### src/swer_pkg.sv
`timescale 1ns / 1ps
// ----------------------------------------------------------------------------
// swer_pkg: shared types and constants of the sliding-window event rate meter
// Field widths, opcodes, register indexes, controller states and the command
// and status words between controller and datapath.
// ----------------------------------------------------------------------------
package swer_pkg;

  localparam int TIME_BITS     = 32;
  localparam int ID_BITS       = 4;
  localparam int NUM_IDS       = 16;
  localparam int OP_BITS       = 2;
  localparam int WC_OUT_BITS   = 9;
  localparam int TOTAL_BITS    = 32;
  localparam int RATE_BITS     = 32;
  localparam int SCALE_BITS    = 24;
  localparam int WLEN_BITS     = 31;
  localparam int CFG_IDX_BITS  = 1;
  localparam int CFG_DATA_BITS = 31;

  localparam logic [WLEN_BITS-1:0]  WLEN_RESET  = 31'd60000;
  localparam logic [SCALE_BITS-1:0] SCALE_RESET = 24'd65536;

  localparam logic [CFG_IDX_BITS-1:0] CFG_WINDOW_LENGTH = 1'b0;
  localparam logic [CFG_IDX_BITS-1:0] CFG_RATE_SCALE    = 1'b1;

  typedef enum logic [OP_BITS-1:0] {
    OP_RECORD    = 2'd0,
    OP_QUERY_ONE = 2'd1,
    OP_QUERY_ALL = 2'd2,
    OP_NONE      = 2'd3
  } opcode_t;

  typedef enum logic [2:0] {
    ST_IDLE,
    ST_EXP_CHECK,
    ST_EXP_READ,
    ST_ACT,
    ST_EMIT,
    ST_SCAN
  } state_t;

  typedef struct packed {
    logic load_in;
    logic pop;
    logic act;
    logic emit_one;
    logic scan_step;
  } swer_cmd_t;

  typedef struct packed {
    logic    expire_due;
    logic    out_free;
    logic    scan_last;
    opcode_t op;
  } swer_stat_t;

endpackage

### src/swer_ctrl.sv
`timescale 1ns / 1ps
// ----------------------------------------------------------------------------
// swer_ctrl: sequencer of the event rate meter
// Walks each word through expiry, the opcode's action and, for record and query opcodes, result delivery.
// ----------------------------------------------------------------------------
module swer_ctrl (
  input  logic                 clk,
  input  logic                 rst,
  input  logic                 in_valid,
  output logic                 in_ready,
  input  swer_pkg::swer_stat_t stat,
  output swer_pkg::swer_cmd_t  cmd
);
  import swer_pkg::*;

  state_t state;
  state_t state_next;

  always_ff @(posedge clk) begin
    if (rst) begin
      state <= ST_IDLE;
    end else begin
      state <= state_next;
    end
  end

  always_comb begin
    state_next = state;
    case (state)
      ST_IDLE: begin
        if (in_valid) state_next = ST_EXP_CHECK;
      end
      ST_EXP_CHECK: begin
        state_next = stat.expire_due ? ST_EXP_READ : ST_ACT;
      end
      ST_EXP_READ: begin
        state_next = ST_EXP_CHECK;
      end
      ST_ACT: begin
        case (stat.op)
          OP_RECORD:    state_next = ST_EMIT;
          OP_QUERY_ONE: state_next = ST_EMIT;
          OP_QUERY_ALL: state_next = ST_SCAN;
          default:      state_next = ST_IDLE;
        endcase
      end
      ST_EMIT: begin
        if (stat.out_free) state_next = ST_IDLE;
      end
      ST_SCAN: begin
        if (stat.out_free && stat.scan_last) state_next = ST_IDLE;
      end
      default: state_next = ST_IDLE;
    endcase
  end

  always_comb begin
    cmd      = '0;
    in_ready = 1'b0;
    case (state)
      ST_IDLE: begin
        in_ready    = 1'b1;
        cmd.load_in = in_valid;
      end
      ST_EXP_CHECK: cmd.pop       = stat.expire_due;
      ST_ACT:       cmd.act       = 1'b1;
      ST_EMIT:      cmd.emit_one  = stat.out_free;
      ST_SCAN:      cmd.scan_step = stat.out_free;
      default: ;
    endcase
  end

endmodule

### config.mk
export PLATFORM = sky130hd
export DESIGN_NAME = swer_ctrl
export DESIGN_NICKNAME = d
export VERILOG_FILES = /design/src/swer_pkg.sv /design/src/swer_ctrl.sv
export SDC_FILE = /design/constraint.sdc
export NUM_CORES = 1
export LEC_CHECK = 0
export BUFFER_PORTS_ARGS = -buffer_cell sky130_fd_sc_hd__buf_4
export CAP_MARGIN = 15
export CORE_AREA = 2 2 39 41
export CTS_CLUSTER_SIZE = 10
export DETAILED_ROUTE_END_ITERATION = 10
export DIE_AREA = 0 0 41 43
export GPL_TIMING_DRIVEN = 0
export SLEW_MARGIN = 0
export SYNTH_ARGS = -nofsm -noshare
export SYNTH_HDL_FRONTEND = slang
export SYNTH_SLANG_ARGS = --single-unit
### constraint.sdc
create_clock -name clk -period 1.1 [get_ports clk]
set_input_delay 0.165 -clock clk [delete_from_list [all_inputs] [get_ports clk]]
set_output_delay 0.165 -clock clk [all_outputs]
set_load 0.02 [all_outputs]
==> metrics.yaml, run 1 <==
min_path:
  whs_path_depth: 2
  hp-start: "rst"
  hold_path_end: "state[2]$_SDFFE_PP0P_"
  min_path_type: "input port to flop"
critical_path:
  r2r_cells: 5
  crit_path_start_kind: "flop"
  slowest_stage: "dfxtp_4"
  r2r_end: "state[2]$_SDFFE_PP0P_"
  path_buf_inv: 1
  crit_path_max_incr_delay_ns: 0.37
  r2r_slack_ns: 0.08
  cp.depth: 3
  cp.arrival_ns: 1.07
  r2r_start: "state[0]$_SDFFE_PP0P_"
  cp_max_fo: 5
  crit_path_end_kind: "output port"
  crit_family: "flip-flops"
  cp.required_ns: 0.94
  path_cells: "nor2b_4, and3_1, buf_6"
  path_class: "flop to output port"
power:
  clkPwrFrac_pct: 41.0
  power.switching_mw: 0.145
  swShare_pct: 29.2
  ir_drop_mv: 0.277
  p_per_area_nw_per_um2: 1090
  power_mw: 0.497
  pwr-share-seq_pct: 25.8
  pwr-share-comb_pct: 33.3
  p_int_mw: 0.352
  p_leak_nw: 0.218
finish:
  reg.largest.list: "state (3)"
  largest_register_ffs: 3
  stdcell_count: 66
  diodes: 0
  nets: 59
  drive_gt1_share_pct: 68.0
  area_delta_synth_final_pct: 115
  final_util_pct: 33.1
  largest_register: "state"
yosys:
  mappedNetlistArea_sq_um: 213
  synthesis.instances: 26
  syn_nets: 34
  synth_seq_area_share_pct: 28.2
  ys.warnings.count: 0
  synth-seq-cells: 3
  syn_avg_cell_area_sq_um: 8.18
  ys_types: 18
cts:
  cts_tree: "built"
  cts.sinks: 3
  htree_levels: 1
  cts.path.max_buffers: 2
  clock-root-buffer: "clkbuf_4"
  path_clk_slew_ns: 0.04
  clk_latency_ns: 0.24
  cts_buffers: 3
  holdBufCountCts: 0
placed_design:
  dp_hpwl_um: 401
  io_buffers: 13
  placedCellCount: 55
  gp_congestion: 0.708
route:
  dr_total_vias: 268
  wirelength_um: 653
  drc_errors: 0
  drt_pass1_iterations: 2
  drt_iter0_drc: 3
  wl_per_cell_um: 9.89
  vias_per_cell: 4.06
  antenna_left: 0
die:
  die_w_um: 41
  rows: 14
  die_area_sq_um: 1760
  core-area_sq_um: 1380
  die_h_um: 43
  ios: 14
  start_util_pct: 15.4
timing:
  fin_crit_sh_pct: 112
  relSlewSlack_pct: 80.7
  skew_ns: 0.00331
  rsz0062_at_grt: "yes"
  fin_tns_setup_ns: -0.621
  finalWorstPathRequiredPeriod_ns: 1.23
  timing.fmax_ghz: 0.813
  setup_ws_ns: -0.130
  slew_violations: 0
  setup_viol: 6
  worst_pin_slew_ns: 0.286
  hold_viol: 0
grt:
  antenna_found_initial: 0
  grt_pass1_wl_mm: 1.08
  grt_usage_pct: 10.1
  grt_max_degree: 9
  grt_overflow: 0
  grt_pass1_vias: 247
status:
  status: "complete, but fails checks"
  violations: "negative setup slack"
run:
  maxCapViolCount: 0
cell families after synthesis:
group | count (synthesis) | synth area share, %
AND/OR/NAND/NOR | 15 | 43.5
flip-flops | 3 | 28.2
buffers and inverters | 3 | 8.82
AO/OA/AOI/OAI | 5 | 19.4
stage by stage:
step	worst slack (ns)	area [sq um]	hold slack (ns)
after floorplan	-0.0429	226	0.227
after global placement	-0.105	344	0.358
after detailed placement	-0.0875	344	0.362
after CTS	-0.139	448	0.100
after global routing	-0.190	458	0.106
final	-0.130	458	0.106
cell usage after synthesis (all sizes together):
cell / instances / share of area (%)
and4bb: 1 / 5.9
nand2: 4 / 7.1
a21oi: 1 / 4.1
nor2: 1 / 1.8
inv: 2 / 3.5
nor3: 2 / 4.7
dfxtp: 3 / 28
buf: 1 / 5.3
o21ai: 2 / 4.7
o41ai: 1 / 7.6
and3: 1 / 2.9
and2: 1 / 2.9
nand4b: 1 / 4.1
and3b: 1 / 4.1
a31oi: 1 / 2.9
nor4b: 1 / 4.1
nor2b: 2 / 5.9
layout by cell type, fill, tap and decap left out, drive strengths merged:
cell and instances:
a21oi 1, a31oi 1, and2 1, and3 1, and3b 1, and4bb 1, buf 21, clkbuf 4
dfxtp 3, inv 2, nand2 4, nand4b 1, nor2 1, nor2b 2, nor3 2, nor4b 1
o21ai 2, o41ai 1
worst reg2reg max path: cells and delay by family, from the launching register on:
kind,cells,cell delay [ns]
buffers and inverters,2,0.26
flip-flops,1,0.31
AO/OA/AOI/OAI,2,0.22
AND/OR/NAND/NOR,1,0.12
layout make-up:
cell class                 count  area, sq um
sequential                     3         68.8
tap                           16         20.0
timing repair buffer          20          166
buffer                         1         11.3
inverter                       2         7.51
clock buffer                   4         26.3
fill                         154          926
multi-input combinational     20          158
how the worst max path moves through the flow:
stage / slack [ns] / from / endpoint
detailed placement: -0.09 / state[2]$_SDFFE_PP0P_ / cmd[0]
CTS: -0.14 / state[1]$_SDFFE_PP0P_ / cmd[4]
global placement: -0.10 / state[2]$_SDFFE_PP0P_ / cmd[0]
global route: -0.19 / state[2]$_SDFFE_PP0P_ / cmd[1]
finish: -0.13 / state[2]$_SDFFE_PP0P_ / cmd[0]
floorplan: -0.04 / state[0]$_SDFFE_PP0P_ / cmd[4]
repair_timing:
| item | CTS | global route |
|---|---|---|
| endpoints found under the setup margin | 6 | 6 |
| gates resized for setup | 12 | 1 |
| gates cloned | 1 | 0 |
| buffers inserted | 5 | 1 |
| pin swaps | 3 | 1 |
routing by layer:
metal,routed length (um),share of wire [%],global-route usage [%],up-vias
met5,0,0,0,-
met4,0,0,12.0,0
met3,33,5.1,1.57,0
met2,360,55,13.1,8
met1,259,40,12.2,120
li1,-,-,-,140
power by group through the flow:
stage / registers [mW] / logic, mW / clock network, mW
floorplan: 0.127 / 0.0731 / 0
global placement: 0.129 / 0.124 / 0
detailed placement: 0.129 / 0.125 / 0
CTS: 0.128 / 0.161 / 0.209
global route: 0.129 / 0.180 / 0.223
finish: 0.128 / 0.165 / 0.204
No activity file was read; power rests on OpenSTA's default activity.
==> inputs of run 2 (changes only) <==
--- a/config.mk
+++ b/config.mk
@@ -12,6 +12,7 @@
 export DETAILED_ROUTE_END_ITERATION = 10
 export DIE_AREA = 0 0 41 43
 export GPL_TIMING_DRIVEN = 0
+export PLACE_DENSITY = 0.44
 export SLEW_MARGIN = 0
 export SYNTH_ARGS = -nofsm -noshare
 export SYNTH_HDL_FRONTEND = slang
==> run 2 against run 1 <==
The run still ends with negative setup slack left. Non-clock buffer count decreased by 4. Clock-buffer cell count unchanged. Worst hold slack improved by 0.0074 ns. Worst setup slack got worse by 0.012 ns. Final area decreased by 5.2%. Clock skew decreased by 0.0014 ns. Die area unchanged. Clock power decreased by 7%. Combinational power decreased by 5%. Register-to-register slack improved by 0.02 ns. Sequential share of layout area increased by 0.82 points. Via count decreased by 3.4%. Critical endpoint unchanged. Largest cell class is now multi-input gates. Largest power group unchanged.
==> metrics.yaml, run 2 (same netlist as run 1, synthesis figures left out) <==
status:
  status: "complete, but fails checks"  # unchanged
  violations: "negative setup slack"  # unchanged
timing:
  skew_ns: 0.00193  # was 0.00331 ns
  fin_crit_sh_pct: 113  # was 112%
  relSlewSlack_pct: 83.7  # was 80.7%
  whs_ns: 0.114  # was 0.106 ns
  finalWorstPathRequiredPeriod_ns: 1.24  # was 1.23 ns
  slew_violations: 0  # unchanged
  setup_viol: 6  # unchanged
  rsz0062_at_grt: "yes"  # unchanged
  worst_pin_slew_ns: 0.242  # was 0.286 ns
  setup_ws_ns: -0.142  # was -0.130 ns
  fin_tns_setup_ns: -0.600  # was -0.621 ns
  hold_viol: 0  # unchanged
  timing.fmax_ghz: 0.805  # was 0.813 GHz
grt:
  grt_usage_pct: 8.12  # was 10.1%
  antenna_found_initial: 0  # unchanged
  grt_max_degree: 11  # was 9
  grt_pass1_wl_um: 924  # was 1.08 mm
  grt_pass1_vias: 249  # was 247
  grt_overflow: 0  # unchanged
placed_design:
  gp_congestion: 0.655  # was 0.708
  dp_hpwl_um: 425  # was 401 um
  dpl-instance-area_sq_um: 344  # unchanged
  io_buffers: 13  # unchanged
critical_path:
  cp.required_ns: 0.94  # about the same
  crit_path_start_kind: "flop"  # unchanged
  cp_max_fo: 6  # was 5
  path_class: "flop to output port"  # unchanged
  crit_path_max_incr_delay_ns: 0.37  # about the same
  crit_path_end_kind: "output port"  # unchanged
  path_cells: "nor2b_4, and3_4, buf_6"  # was nor2b_4, and3_1, buf_6
  slowest_stage: "dfxtp_4"  # unchanged
  cp.arrival_ns: 1.08  # was 1.07 ns
finish:
  reg.largest.list: "state (3)"  # unchanged
  area_delta_synth_final_pct: 104  # was 115%
  drive_gt1_share_pct: 69.6  # was 68.0%
  design_area_sq_um: 434  # was 458 sq um
  largest_register_ffs: 3  # unchanged
  diodes: 0  # unchanged
  nets: 55  # was 59
  final_cell_mix: "buf_4 (10), buf_6 (6), nand2_1 (4), clkbuf_4 (3)"  # was buf_4 (14), buf_6 (6), nand2_1 (4), clkbuf_4 (3)
  largest_register: "state"  # unchanged
  final_common_cell: "buf_4"  # unchanged
cts:
  cts.sinks: 3  # unchanged
  clock-root-buffer: "clkbuf_4"  # unchanged
  cts_buffers: 3  # unchanged
  htree_levels: 1  # unchanged
  holdBufCountCts: 0  # unchanged
  cts_tree: "built"  # unchanged
  clk_latency_ns: 0.23  # was 0.24 ns
  cts.path.max_buffers: 2  # unchanged
  path_clk_slew_ns: 0.04  # about the same
die:
  rows: 14  # unchanged
  ios: 14  # unchanged
  die_area_sq_um: 1760  # unchanged
  core-area_sq_um: 1380  # unchanged
  die_h_um: 43  # unchanged
  start_util_pct: 15.4  # unchanged
  die_w_um: 41  # unchanged
run:
  maxCapViolCount: 0  # unchanged
route:
  wirelength_um: 567  # was 653 um
  drc_errors: 0  # unchanged
  drt_pass1_iterations: 2  # unchanged
  wl_per_cell_um: 9.15  # was 9.89 um
  antenna_left: 0  # unchanged
  drt_iter0_drc: 2  # was 3
  dr_total_vias: 259  # was 268
  vias_per_cell: 4.18  # was 4.06
power:
  swShare_pct: 27.3  # was 29.2%
  p_int_mw: 0.344  # was 0.352 mW
  clkPwrFrac_pct: 40.0  # was 41.0%
  power_mw: 0.473  # was 0.497 mW
  pwr-share-seq_pct: 27.0  # was 25.8%
  ir_drop_mv: 0.288  # was 0.277 mV
  pwr-share-comb_pct: 33.0  # was 33.3%
  p_leak_nw: 0.194  # was 0.218 nW
  power.switching_mw: 0.129  # was 0.145 mW
  p_per_area_nw_per_um2: 1090  # about the same
min_path:
  min_path_type: "input port to flop"  # unchanged
-- run 2: cell types whose count changed in the layout (fill, tap and decap cells not counted) --
cell     change
and3_1       -1
and3_4       +1
and3b_1      -1
and3b_2      +1
buf_4        -4
-- run 2: per-stage QoR --
stage               util [%]  cells  setup slack [ns]
floorplan                  -     26           -0.0429
global placement        24.9     55            -0.133
detailed placement      24.9     55            -0.104
CTS                     29.7     60            -0.158
global route            31.4     62            -0.194
finish                  31.4     62            -0.142
-- run 2: critical path: cells and delay by family, from the launching register on --
kind | cells | cell delay [ns]
flops | 1 | 0.37
buf+inv | 1 | 0.11
simple gates | 2 | 0.37
-- run 2: area by class of cell --
cell class	count	area, sq um
multi-input combinational	20	164
buffer	1	11.3
timing repair buffer	16	136
inverter	2	7.51
sequential	3	68.8
clock buffer	4	26.3
fill	158	950
tap	16	20.0
-- run 2: metal layers --
layer | GRT usage (%) | vias to the layer above | wire (um)
met4 | 8.00 | 0 | 0
met3 | 3.14 | 0 | 52
met1 | 9.27 | 114 | 256
met2 | 10.6 | 12 | 257
li1 | - | 133 | -
met5 | 0 | - | 0
-- run 2: final timing paths --
kind,start,to,slack [ns],cells after the start
max,state[2]$_SDFFE_PP0P_,cmd[0],-0.14,3
min reg2reg,state[2]$_SDFFE_PP0P_,state[1]$_SDFFE_PP0P_,0.47,1
min,rst,state[2]$_SDFFE_PP0P_,0.11,2
max reg2reg,state[0]$_SDFFE_PP0P_,state[2]$_SDFFE_PP0P_,0.10,5
-- run 2: power by group through the flow --
stage	registers [mW]	logic (mW)	clock network, mW
detailed placement	0.128	0.126	0
CTS	0.126	0.145	0.202
global route	0.130	0.170	0.216
finish	0.128	0.156	0.189
floorplan	0.127	0.0731	0
global placement	0.129	0.126	0
-- run 2: timing repair --
action,CTS,global route
cloned,0,1
setup endpoints to repair,6,6
buffers inserted,1,1
pin swaps,2,4
resized for setup,11,4
==> inputs of run 3 (changes only) <==
--- a/config.mk
+++ b/config.mk
@@ -8,6 +8,7 @@
 export BUFFER_PORTS_ARGS = -buffer_cell sky130_fd_sc_hd__buf_4
 export CAP_MARGIN = 15
 export CORE_AREA = 2 2 39 41
+export CTS_CLUSTER_DIAMETER = 150
 export CTS_CLUSTER_SIZE = 10
 export DETAILED_ROUTE_END_ITERATION = 10
 export DIE_AREA = 0 0 41 43
==> constraint.sdc (replaced) <==
create_clock -name clk -period 1.1 [get_ports clk]
set_input_delay 0.165 -clock clk [delete_from_list [all_inputs] [get_ports clk]]
set_output_delay 0.165 -clock clk [all_outputs]
set_load 0.005 [all_outputs]
==> run 3 against run 2 <==
The run still ends with negative setup slack left. Critical path depth up 1. Maximum frequency grew 0.65%. Worst hold slack got worse by 0.00089 ns. First-iteration DRC count down 50%. Final area shrank 7.8%. Worst setup slack improved by 0.0080 ns. Sequential power about the same. Total power shrank 7.0%. Global-route usage is 0.31 points higher. Final cell count shrank 1.6%.
==> metrics.yaml, run 3 (same netlist as run 1, synthesis figures left out) <==
route:
  wl_met2_um: 310  # was 257 um
  antenna_left: 0  # unchanged
  drt_pass1_iterations: 2  # unchanged
  highest_layer: "met3"  # unchanged
  vias_per_cell: 4.13  # was 4.18
  wl_met3_um: 31  # was 52 um
  dr_total_vias: 252  # was 259
  drt_iter0_drc: 1  # was 2
  met1_length_um: 271  # was 256 um
  wirelength_um: 614  # was 567 um
  drc_errors: 0  # unchanged
  wl_per_cell_um: 10.1  # was 9.15 um
finish:
  reg.largest.list: "state (3)"  # unchanged
  largest_register: "state"  # unchanged
  stdcell_count: 61  # was 62
  final_cell_mix: "buf_4 (13), nand2_1 (4), clkbuf_4 (3)"  # was buf_4 (10), buf_6 (6), nand2_1 (4), clkbuf_4 (3)
  final_common_cell: "buf_4"  # unchanged
  area_delta_synth_final_pct: 88.2  # was 104%
  nets: 54  # was 55
  design_area_sq_um: 400  # was 434 sq um
  final_util_pct: 28.9  # was 31.4%
  largest_register_ffs: 3  # unchanged
  diodes: 0  # unchanged
  drive_gt1_share_pct: 60.0  # was 69.6%
timing:
  rsz0062_at_grt: "yes"  # unchanged
  setup_ws_ns: -0.134  # was -0.142 ns
  fin_tns_setup_ns: -0.479  # was -0.600 ns
  slew_violations: 0  # unchanged
  setup_viol: 6  # unchanged
  timing.fmax_ghz: 0.810  # was 0.805 GHz
  fin_crit_sh_pct: 112  # was 113%
  hold_viol: 0  # unchanged
  whs_ns: 0.113  # was 0.114 ns
  relSlewSlack_pct: 80.6  # was 83.7%
  finalWorstPathRequiredPeriod_ns: 1.23  # was 1.24 ns
  skew_ns: 0.00231  # was 0.00193 ns
  worst_pin_slew_ns: 0.287  # was 0.242 ns
cts:
  clock-root-buffer: "clkbuf_4"  # unchanged
  path_clk_slew_ns: 0.04  # about the same
  cts.sinks: 3  # unchanged
  clk_latency_ns: 0.23  # about the same
  htree_levels: 1  # unchanged
  cts_buffers: 3  # unchanged
  holdBufCountCts: 0  # unchanged
  cts_tree: "built"  # unchanged
  cts.path.max_buffers: 2  # unchanged
min_path:
  hp-start: "rst"  # unchanged
  hold_path_end: "state[2]$_SDFFE_PP0P_"  # unchanged
  min_path_type: "input port to flop"  # unchanged
  whs_path_depth: 2  # unchanged
critical_path:
  crit_family: "simple AND/OR/NAND/NOR gates"  # was flip-flops
  crit_path_end_kind: "output port"  # unchanged
  slowest_stage: "dfxtp_2"  # was dfxtp_4
  crit_path_start_kind: "flop"  # unchanged
  path_cells: "buf_6, nor3_4, and2_1, buf_4"  # was nor2b_4, and3_4, buf_6
  cp.required_ns: 0.94  # about the same
  r2r_cells: 4  # was 5
  r2r_end: "state[0]$_SDFFE_PP0P_"  # was state[2]$_SDFFE_PP0P_
  path_buf_inv: 2  # was 1
  crit_path_max_incr_delay_ns: 0.31  # was 0.37 ns
  r2r_start: "state[0]$_SDFFE_PP0P_"  # unchanged
  path_class: "flop to output port"  # unchanged
  cp_max_fo: 5  # was 6
  cp.arrival_ns: 1.07  # was 1.08 ns
  r2r_slack_ns: 0.08  # was 0.10 ns
placed_design:
  gp_congestion: 0.628  # was 0.655
  place_ws_ns: -0.00500  # was -0.104 ns
  dpl-instance-area_sq_um: 330  # was 344 sq um
  placedCellCount: 55  # unchanged
  dp_hpwl_um: 392  # was 425 um
  io_buffers: 13  # unchanged
power:
  p_leak_nw: 0.186  # was 0.194 nW
  ir_drop_mv: 0.332  # was 0.288 mV
  p_per_area_nw_per_um2: 1100  # was 1090 nW/um^2
  power_mw: 0.440  # was 0.473 mW
grt:
  grt_overflow: 0  # unchanged
  grt_pass1_wl_um: 972  # was 924 um
  antenna_found_initial: 0  # unchanged
  grt_usage_pct: 8.43  # was 8.12%
  grt_pass1_vias: 236  # was 249
  grt_max_degree: 9  # was 11
status:
  status: "complete, but fails checks"  # unchanged
  violations: "negative setup slack"  # unchanged
die:
  start_util_pct: 15.4  # unchanged
  rows: 14  # unchanged
  core-area_sq_um: 1380  # unchanged
  die_h_um: 43  # unchanged
  die_w_um: 41  # unchanged
  ios: 14  # unchanged
  die_area_sq_um: 1760  # unchanged
run:
  maxCapViolCount: 0  # unchanged
-- run 3: cell types whose count changed in the layout (fill, tap and decap cells not counted) --
cell / before / now
and2_1: 0 / 1
and2_4: 1 / 0
and3_1: 0 / 1
and3_4: 1 / 0
and3b_1: 0 / 1
and3b_2: 1 / 0
buf_4: 10 / 13
buf_6: 6 / 2
nor2_1: 0 / 1
nor2_2: 1 / 0
-- run 3: worst max-delay path by stage --
stage	from	to	depth (start not counted)
after floorplan	state[0]$_SDFFE_PP0P_	cmd[4]	3
after global placement	state[2]$_SDFFE_PP0P_	cmd[0]	3
after detailed placement	state[2]$_SDFFE_PP0P_	cmd[1]	4
after CTS	state[2]$_SDFFE_PP0P_	cmd[1]	4
after global routing	state[2]$_SDFFE_PP0P_	cmd[1]	4
final	state[0]$_SDFFE_PP0P_	cmd[4]	4
-- run 3: routing by layer --
| layer | GRT usage (%) | vias up |
|---|---|---|
| li1 | - | 131 |
| met1 | 10.6 | 113 |
| met2 | 12.2 | 8 |
| met3 | 1.57 | 0 |
| met4 | 6.00 | 0 |
| met5 | 0 | - |
-- run 3: power breakdown --
| group | internal (mW) | switching, mW |
|---|---|---|
| Combinational | 0.0749 | 0.0432 |
| Sequential | 0.116 | 0.0129 |
| Clock | 0.136 | 0.0568 |
| Total | 0.327 | 0.113 |
-- run 3: cell type report --
class                   count  area (sq um)
repair buffers             15           114
inverters                   2          7.51
flip-flops and latches      3          68.8
multi-input cells          20           153
well taps                  16          20.0
plain buffers               1          11.3
fillers                   154           983
clock buffers               4          26.3
-- run 3: timing repair --
item / in CTS / in global routing
setup buffers: 1 / 0
setup endpoints to repair: 6 / 6
pin swaps: 4 / 2
cloned: 1 / 0
resized for setup: 10 / 0
